$ cat config.mk
export PLATFORM = sky130hd
export DESIGN_NAME = hms_ctrl
export DESIGN_NICKNAME = d
export VERILOG_FILES = /design/src/rtl/hms_pkg.sv /design/src/rtl/hms_ctrl.sv
export SDC_FILE = /design/constraint.sdc
export NUM_CORES = 1
export LEC_CHECK = 0
export ABC_AREA = 1
export BUFFER_PORTS_ARGS = -buffer_cell sky130_fd_sc_hd__buf_4
export CAP_MARGIN = 20
export CELL_PAD_IN_SITES_DETAIL_PLACEMENT = 1
export CELL_PAD_IN_SITES_GLOBAL_PLACEMENT = 2
export CORE_AREA = 2 2 39 41
export CTS_CLUSTER_SIZE = 30
export DETAILED_ROUTE_END_ITERATION = 10
export DIE_AREA = 0 0 41 43
export PLACE_DENSITY = 0.62
export SYNTH_ARGS = -nofsm -noshare
export SYNTH_HDL_FRONTEND = slang
export SYNTH_SLANG_ARGS = --single-unit
$ cat constraint.sdc
create_clock -name i_clk -period 1.25 [get_ports i_clk]
set_input_delay 0.0625 -clock i_clk [delete_from_list [all_inputs] [get_ports i_clk]]
set_output_delay 0.0625 -clock i_clk [all_outputs]
set_load 0.005 [all_outputs]
$ cat src/rtl/hms_pkg.sv
// ----------------------------------------------------------------------------
// hms_pkg
// shared constants, types and control structs of the histogram merge block
// ----------------------------------------------------------------------------
package hms_pkg;

    localparam int HMS_NUM_CHARS  = 256;
    localparam int HMS_IDX_W      = $clog2(HMS_NUM_CHARS);
    localparam int HMS_COUNT_BITS = 32;
    localparam int HMS_MERGE_W    = 32;
    localparam int HMS_OUT_W      = 32;
    localparam int HMS_FIELD_IDX_W = 8;
    localparam int HMS_DIV_STEPS  = HMS_COUNT_BITS;
    localparam int HMS_STEP_W     = $clog2(HMS_DIV_STEPS);

    typedef enum logic [1:0] {
        MODE_SUM = 2'd0,
        MODE_MAX = 2'd1,
        MODE_MIN = 2'd2,
        MODE_AVG = 2'd3
    } t_stat_mode;

    typedef enum logic [1:0] {
        ST_IDLE,
        ST_CALC,
        ST_DIV,
        ST_FIN
    } t_state;

    // controller to datapath
    typedef struct packed {
        logic load_in;
        logic update;
        logic div_step;
        logic load_out;
    } t_cmd;

    // datapath to controller
    typedef struct packed {
        logic avg_mode;
        logic div_last;
        logic out_busy;
    } t_status;

endpackage

$ cat src/rtl/hms_ctrl.sv
// ----------------------------------------------------------------------------
// hms_ctrl
// sequencer: capture, update, divide (average mode only), hand off to output register
// ----------------------------------------------------------------------------
module hms_ctrl (
    input  logic            i_clk,
    input  logic            i_rst_n,
    input  logic            i_in_valid,
    output logic            o_in_stall,
    input  hms_pkg::t_status i_status,
    output hms_pkg::t_cmd   o_cmd
);
    import hms_pkg::*;

    t_state r_state;
    t_state n_state;

    always_ff @(posedge i_clk) begin
        if (!i_rst_n) begin
            r_state <= ST_IDLE;
        end else begin
            r_state <= n_state;
        end
    end

    always_comb begin
        n_state = r_state;
        case (r_state)
            ST_IDLE: begin
                if (i_in_valid) begin
                    n_state = ST_CALC;
                end
            end
            ST_CALC: begin
                n_state = i_status.avg_mode ? ST_DIV : ST_FIN;
            end
            ST_DIV: begin
                if (i_status.div_last) begin
                    n_state = ST_FIN;
                end
            end
            ST_FIN: begin
                if (!i_status.out_busy) begin
                    n_state = ST_IDLE;
                end
            end
            default: n_state = ST_IDLE;
        endcase
    end

    always_comb begin
        o_cmd      = '0;
        o_in_stall = 1'b1;
        case (r_state)
            ST_IDLE: begin
                o_in_stall     = 1'b0;
                o_cmd.load_in  = i_in_valid;
            end
            ST_CALC: o_cmd.update   = 1'b1;
            ST_DIV:  o_cmd.div_step = 1'b1;
            ST_FIN:  o_cmd.load_out = !i_status.out_busy;
            default: o_cmd = '0;
        endcase
    end

endmodule

==> reports/metrics.cfg, run 1 <==
[outcome]
run_status = finished clean

[layout]
drive_gt1_frac = 0.480
syn_to_final_growth_pct = 61.9
post-route-util = 0.265
n_antenna_cell = 0
design_area_um2 = 367
nNetsFinal = 63
max_flop_register = r_state
reg_top3 = r_state: 2 flops
final_cells = 66
largest_register_ffs = 2

[cts]
cts_tree = done
postCtsHoldBufs = 0
numCtsBuffers = 3
cts-root-buf = clkbuf_4
htreeDepth = 1
cts_setup_buffers = 0
worst_skew_pair.late_latency_ns = 0.23
clockBufferDepth = 2
clk_pin_slew_worst_paths_ns = 0.03
clock-sinks = 2
post_cts_resized = 0

[route]
vias_per_cell = 3.61
drc = 0
drtPass1Iterations = 1
vias = 238
ant_nets = 0
wirelength_um = 512
drt_iter0_drc = 0
routedWlPerCell_um = 7.76

[setup_path]
worstPathRequired_ns = 1.40
rr_startpoint = r_state[1]$_SDFFE_PN0P_
endpoint_kind = flip-flop
path_class = reg2reg
crit_arrival_ns = 1.30
cp_max_fo = 4
cp-startpoint = r_state[1]$_SDFFE_PN0P_
crit_path_start_kind = flip-flop
reg2reg_slack_ns = 0.10

[grt]
grt_max_degree = 5
grt_pass1_vias = 212
grt_antenna_before_repair = 0
gr-total-overflow = 0
grtUsageTotal = 0.0721
grt_pass1_wl_um = 821

[sta]
max-slew-margin-rel = 0.926
hold_viol_final = 0
setup_viol = 0
fmax_mhz = 871
fin_worst_skew_ns = 0.00445
hold-worst-slack_ns = 0.0795
layout_setup_ws_ns = 0.102
finalCritPeriodShare = 0.919
maxSlewViolCount = 0
final.setup.tns_ns = 0
min_period_ns = 1.15
worst_slew_pin_slew_ns = 0.111

[power]
p_leak_nw = 0.218
finalPower_mw = 0.822
power.density_nw_per_um2 = 2240
irDropWorstVdd_mv = 0.522

[yosys]
yosys_warnings = 0
postSynthRegisterBits = 2
netlist.area_leader.share = 0.276
synthArstFlopShare = 0
yosysUniqueCellTypes = 10
synth-seq-area-share = 0.177
synth_ff_type = dfxtp_1
synthCells = 35
ys_top_cells_by_count = inv_1 (10), nand2_1 (8), ha_1 (5)
synth-edff-count = 0
syn_nets = 46
synth_area_leader_cell = ha_1
synth_area_per_cell_um2 = 6.47
synthTopCellsByArea = ha_1 (28%), dfxtp_1 (18%), inv_1 (17%)
yosysMostFrequentCell = inv_1
synthesis.area_um2 = 226

[placed_design]
pre_cts_slack_ns = 0.0588
gp_congestion = 0.713
portBuffers = 10
hpwl_um = 423
dp_cells = 63
postPlaceCellArea_um2 = 337

[worst_hold_path]
hold_class = in2reg
hold_start = i_rst_n

[floorplanning]
die_y_um = 43
rows = 14
ios = 11
core_area_um2 = 1380
die_w_um = 41
initial_core_util = 0.164
design.die.area_um2 = 1760

[run]
drv_cap = 0

## cells in the final DEF, fill, tap and decap left out
master,n
nand2_1,7
nor2_1,1
dfxtp_2,2
inv_1,9
ha_1,4
ha_2,1
clkbuf_4,3
nand2_2,3
nor2_4,1
a21oi_1,2
nand3_1,3
inv_2,2
buf_4,12
## power by group
group | switching [mW] | internal, mW | total [mW]
combinational | 0.260 | 0.276 | 0.536
sequential | 0.0337 | 0.105 | 0.138
clock | 0.0412 | 0.106 | 0.148
total | 0.335 | 0.487 | 0.822
## layout make-up
class | instances | area, um^2
well taps | 16 | 20.0
fillers | 181 | 1020
flip-flops and latches | 2 | 42.5
inverters | 11 | 41.3
multi-input cells | 22 | 150
clock buffers | 3 | 22.5
repair buffers | 12 | 90.1
## worst max-delay path, stage by stage (launching register included)
cell and delay (ns):
dfxtp_2 0.33, buf_4 0.13, ha_1 0.18, nand2_1 0.10
nand2_2 0.07, nor2_4 0.08, nand2_1 0.06, a21oi_1 0.11
## path summary, 6_finish.rpt
path,depth (start not counted),endpoint
min reg2reg,3,r_state[1]$_SDFFE_PN0P_
max,7,r_state[0]$_SDFFE_PN0P_
min,3,r_state[1]$_SDFFE_PN0P_
max reg2reg,7,r_state[0]$_SDFFE_PN0P_
## logic make-up after synthesis
kind of cell,after synthesis,synth area share
AND/OR/NAND/NOR,15,0.320
buffers and inverters,11,0.182
adder cells (fa/ha/maj),5,0.276
AO/OA/AOI/OAI,2,0.0442
flip-flops,2,0.177
## routing by layer
layer	track usage	wire length, um
met5	0	0
met3	0.0471	58
met1	0.105	243
met2	0.0750	210
met4	0.0400	0
Power figures use the tool's default switching activity.
==> run 2, diff against run 1 <==
Settings changed: BUFFER_PORTS_ARGS -buffer_cell sky130_fd_sc_hd__buf_4 to -buffer_cell sky130_fd_sc_hd__clkbuf_2.
==> run 2 against run 1 <==
  * Sequential share of layout area is 0.29 points higher
  * Register-to-register slack about the same
  * Combinational power is 3% lower
  * Via count up 3.8%
  * Non-clock buffer count stayed put
  * Maximum frequency is 0.17% lower
  * First-iteration DRC count increased by 1
  * Setup slack worse by 0.0020 ns
  * Critical path type unchanged
  * Critical endpoint is now r_state[1]$_SDFFE_PN0P_
==> reports/metrics.cfg, run 2 (synthesis gave the netlist of run 1 again) <==
[outcome]
run_status = finished clean

[floorplanning]
die_y_um = 43  ; unchanged
ios = 11  ; unchanged
core_area_um2 = 1380  ; unchanged
rows = 14  ; unchanged
die_w_um = 41  ; unchanged
initial_core_util = 0.164  ; unchanged
design.die.area_um2 = 1760  ; unchanged

[power]
irDropWorstVdd_mv = 0.430  ; -18%
p_leak_nw = 0.211  ; -3.3%
power.density_nw_per_um2 = 2300  ; +2.7%

[route]
vias_per_cell = 3.74  ; +3.8%
drtPass1Iterations = 2  ; +1
routedWlPerCell_um = 8.18  ; +5.5%
met2_length_um = 248  ; +18%
wirelength_um = 540  ; +5.5%
wl_met1_um = 254  ; +4.5%
ant_nets = 0  ; unchanged
vias = 247  ; +3.8%
topRoutingLayerUsed = met3
met3RoutedLength_um = 36  ; -38%
drt_iter0_drc = 1  ; +1
drc = 0  ; unchanged

[layout]
final_common_cell = clkbuf_2
reg_top3 = r_state: 2 flops
max_flop_register = r_state
syn_to_final_growth_pct = 48.6
drive_gt1_frac = 0.420  ; -0.0600
design_area_um2 = 337  ; -8.2%
largest_register_ffs = 2  ; unchanged
nNetsFinal = 63  ; unchanged
n_antenna_cell = 0  ; unchanged
layout_common_cells = clkbuf_2 (10), inv_1 (9), nand2_1 (8)
post-route-util = 0.243  ; -0.0217
nFillCells = 181  ; unchanged

[placed_design]
gp_congestion = 0.726  ; +1.8%
portBuffers = 10  ; unchanged
hpwl_um = 458  ; +8.1%
postPlaceCellArea_um2 = 312  ; -7.4%

[setup_path]
slowest_stage = dfxtp_1
crit_arrival_ns = 1.30  ; about the same
crit_path_start_kind = flip-flop
crit_path_frequent_cell = nand2_1
path_class = reg2reg
cp_max_fo = 4  ; unchanged
worstPathRequired_ns = 1.40  ; about the same
path_cells = inv_2 -> ha_1 -> nand2_2 -> nand2_1 -> nor2_4 -> nand2_1 -> a21oi_1
endpoint_kind = flip-flop
slowest_delay_ns = 0.35  ; +0.02 ns

[grt]
grt_pass1_wl_um = 828  ; +0.85%
grtUsageTotal = 0.0761  ; +0.00393
grt_max_degree = 5  ; unchanged
gr-total-overflow = 0  ; unchanged
grt_pass1_vias = 232  ; +9.4%
grt_antenna_before_repair = 0  ; unchanged

[sta]
min_period_ns = 1.15  ; +0.00197 ns
max-slew-margin-rel = 0.919  ; -0.00730
final.setup.tns_ns = 0  ; unchanged
fin_worst_skew_ns = 0.000193  ; -0.00426 ns
setup_viol = 0  ; unchanged
hold-worst-slack_ns = 0.0729  ; -0.00658 ns
rsz0062_at_grt = false
worst_slew_pin_slew_ns = 0.122  ; +0.0111 ns
finalCritPeriodShare = 0.920  ; +0.00158
maxSlewViolCount = 0  ; unchanged
hold_viol_final = 0  ; unchanged
fmax_mhz = 869  ; -0.17%

[cts]
htreeDepth = 1  ; unchanged
clockBufferDepth = 2  ; unchanged
cts-root-buf = clkbuf_4
cts_tree = done
postCtsHoldBufs = 0  ; unchanged
numCtsBuffers = 3  ; unchanged
worst_skew_pair.late_latency_ns = 0.22  ; about the same
clk_pin_slew_worst_paths_ns = 0.03  ; about the same
clock-sinks = 2  ; unchanged

[run]
drv_cap = 0  ; unchanged

[worst_hold_path]
hold_class = in2reg

## run 2: cell types whose count changed in the layout (fill, tap and decap cells not counted)
cell and delta:
nand2_1 +1, nand2_2 -1, dfxtp_2 -2, dfxtp_1 +2
clkbuf_2 +10, buf_4 -10
## run 2: layer usage
layer  GRT usage  up-vias
met5           0        -
met2       0.103       11
li1            -      131
met4      0.0800        0
met1      0.0796      105
met3      0.0314        0
## run 2: through the flow
step	instances	power, mW	setup WS (ns)
finish	66	0.775	0.0995
global placement	63	0.627	0.114
CTS	66	0.780	0.0514
global route	66	0.885	0.0114
floorplan	35	0.433	0.121
detailed placement	63	0.631	0.0666
## run 2: area by class of cell
type	count	area, um^2	area share
Tap cell	16	20.0	0.0595
Clock buffer	3	22.5	0.0669
Timing Repair Buffer	12	65.1	0.193
Inverter	11	41.3	0.123
Sequential cell	2	40.0	0.119
Multi-Input combinational cell	22	148	0.439
## run 2: final timing paths
kind	from	depth (start not counted)	to	slack, ns
hold / removal	i_rst_n	3	r_state[0]$_SDFFE_PN0P_	0.07
hold reg to reg	r_state[1]$_SDFFE_PN0P_	3	r_state[1]$_SDFFE_PN0P_	0.61
setup / recovery	r_state[0]$_SDFFE_PN0P_	7	r_state[1]$_SDFFE_PN0P_	0.1
setup reg to reg	r_state[0]$_SDFFE_PN0P_	7	r_state[1]$_SDFFE_PN0P_	0.1
## run 2: critical path, delay by kind of cell, from the launching register on
family / cells / cell delay (ns)
adders and majority gates: 1 / 0.23
buffers and inverters: 1 / 0.07
and+or+nand+nor: 4 / 0.31
AOI/OAI and AO/OA: 1 / 0.12
DFF: 1 / 0.35
## run 2: what timing repair did
item | CTS | global route
gates resized for setup | 0 | 2
setup endpoints to repair | 0 | 3
setup buffers | 0 | 0
## run 2: where the power goes
group / internal, mW / total, mW / switching (mW)
Sequential: 0.0971 / 0.119 / 0.0223
Combinational: 0.239 / 0.518 / 0.280
Clock: 0.105 / 0.137 / 0.0316
==> run 3, diff against run 2 <==
Settings changed: CTS_BUF_LIST from default to sky130_fd_sc_hd__clkbuf_8.
==> run 3 against run 2 <==
  * Design area rose by 5.6%
  * Via count rose by 2.0%
  * Critical path depth did not move
  * Hold slack improved by 0.011 ns
  * Register-to-register slack barely moved
  * Sequential power barely moved
  * Sequential share of layout area fell by 0.63 points
  * Clock power rose by 83%
  * Non-clock buffer count did not move
  * Critical endpoint is now r_state[0]$_SDFFE_PN0P_
==> reports/metrics.cfg, run 3 (synthesis gave the netlist of run 1 again) <==
[layout]
n_antenna_cell = 0  ; unchanged
reg_top3 = r_state: 2 flops
seqCellArea_um2 = 40.0  ; unchanged
layout_common_cells = clkbuf_2 (10), inv_1 (9), nand2_1 (8)
multi_input_area_um2 = 148  ; unchanged
syn_to_final_growth_pct = 56.9
drive_gt1_frac = 0.420  ; unchanged
nNetsFinal = 63  ; unchanged
max_flop_register = r_state
nFillCells = 180  ; -0.55%
design_area_um2 = 355  ; +5.6%
final_common_cell = clkbuf_2
largest_register_ffs = 2  ; unchanged

[cts]
clk_pin_slew_worst_paths_ns = 0.03  ; about the same
post_cts_resized = 0  ; unchanged
worst_skew_pair.late_latency_ns = 0.21  ; about the same
postCtsHoldBufs = 0  ; unchanged
htreeDepth = 1  ; unchanged
clockBufferDepth = 2  ; unchanged
cts_tree = done
numCtsBuffers = 3  ; unchanged
cts_setup_buffers = 0  ; unchanged
cts-root-buf = clkbuf_8
clock-sinks = 2  ; unchanged

[route]
routedWlPerCell_um = 8.62  ; +5.4%
drc = 0  ; unchanged
vias = 252  ; +2.0%
wirelength_um = 569  ; +5.4%
drtPass1Iterations = 2  ; unchanged
drt_iter0_drc = 1  ; unchanged
vias_per_cell = 3.82  ; +2.0%
ant_nets = 0  ; unchanged

[grt]
grtUsageTotal = 0.0891  ; +0.0130
grt_pass1_vias = 227  ; -2.2%
grt_antenna_before_repair = 0  ; unchanged
gr-total-overflow = 0  ; unchanged
grt_max_degree = 5  ; unchanged
grt_pass1_wl_um = 869  ; +5.0%

[sta]
max-slew-margin-rel = 0.919  ; about the same
final.setup.tns_ns = 0  ; unchanged
maxSlewViolCount = 0  ; unchanged
finalCritPeriodShare = 0.921  ; +0.000927
fin_worst_skew_ns = 0.000409  ; +0.000216 ns
fmax_mhz = 868  ; -0.10%
setup_viol = 0  ; unchanged
layout_setup_ws_ns = 0.0984  ; -0.00116 ns
worst_slew_pin_slew_ns = 0.122  ; -0.000359 ns
hold_viol_final = 0  ; unchanged
rsz0062_at_grt = false
min_period_ns = 1.15  ; +0.00116 ns

[placed_design]
postPlaceCellArea_um2 = 312  ; unchanged
hpwl_um = 458  ; unchanged
pre_cts_slack_ns = 0.0666  ; unchanged
portBuffers = 10  ; unchanged
gp_congestion = 0.726  ; unchanged

[power]
power.density_nw_per_um2 = 2500  ; +8.5%
irDropWorstVdd_mv = 0.502  ; +17%
p_leak_nw = 0.219  ; +3.7%

[outcome]
run_status = finished clean

[floorplanning]
rows = 14  ; unchanged
design.die.area_um2 = 1760  ; unchanged
ios = 11  ; unchanged
die_y_um = 43  ; unchanged
initial_core_util = 0.164  ; unchanged
core_area_um2 = 1380  ; unchanged
die_w_um = 41  ; unchanged

[setup_path]
cp_max_fo = 4  ; unchanged
endpoint_kind = flip-flop
crit_arrival_ns = 1.29  ; about the same
path_class = reg2reg
worstPathRequired_ns = 1.39  ; about the same
crit_path_start_kind = flip-flop

[worst_hold_path]
hold_class = in2reg

[run]
drv_cap = 0  ; unchanged

-- run 3: cell count changes in the layout (fill, tap and decap cells not counted) --
cell | previous run | this run
clkbuf_4 | 3 | 0
clkbuf_8 | 0 | 3
-- run 3: final timing paths --
check / depth (start not counted) / from / slack, ns / end
hold / removal: 3 / i_rst_n / 0.08 / r_state[1]$_SDFFE_PN0P_
hold reg to reg: 3 / r_state[1]$_SDFFE_PN0P_ / 0.61 / r_state[1]$_SDFFE_PN0P_
setup / recovery: 7 / r_state[0]$_SDFFE_PN0P_ / 0.1 / r_state[0]$_SDFFE_PN0P_
setup reg to reg: 7 / r_state[0]$_SDFFE_PN0P_ / 0.1 / r_state[0]$_SDFFE_PN0P_
-- run 3: power by group --
part	total [mW]	internal, mW	switching, mW
combinational	0.517	0.239	0.278
sequential	0.119	0.0971	0.0222
clock	0.251	0.203	0.0481
-- run 3: cell type report --
cell class / count / share of cell area
multi-input cells: 22 / 0.415
clock buffers: 3 / 0.116
flip-flops and latches: 2 / 0.113
inverters: 11 / 0.116
well taps: 16 / 0.0563
repair buffers: 12 / 0.183
-- run 3: metal layers --
| layer | global-route usage | up-vias | routed length [um] |
|---|---|---|---|
| li1 | - | 130 | - |
| met5 | 0 | - | 0 |
| met2 | 0.103 | 14 | 236 |
| met4 | 0.160 | 0 | 44 |
| met1 | 0.0828 | 104 | 248 |
| met3 | 0.0314 | 4 | 39 |
-- run 3: worst max-delay path, cell delays in order, from the launching register on --
cell,delay (ns)
dfxtp_1,0.35
inv_2,0.07
ha_1,0.23
nand2_2,0.08
nand2_1,0.08
nor2_4,0.10
nand2_1,0.06
a21oi_1,0.12
-- run 3: through the flow --
stage,instances,power [mW],utilization,hold WS [ns]
after floorplan,35,0.433,-,0.156
after global placement,63,0.627,0.225,0.301
after detailed placement,63,0.631,0.225,0.307
after CTS,66,0.892,0.255,0.0884
after global routing,66,0.996,0.257,0.101
final,66,0.888,0.257,0.0837
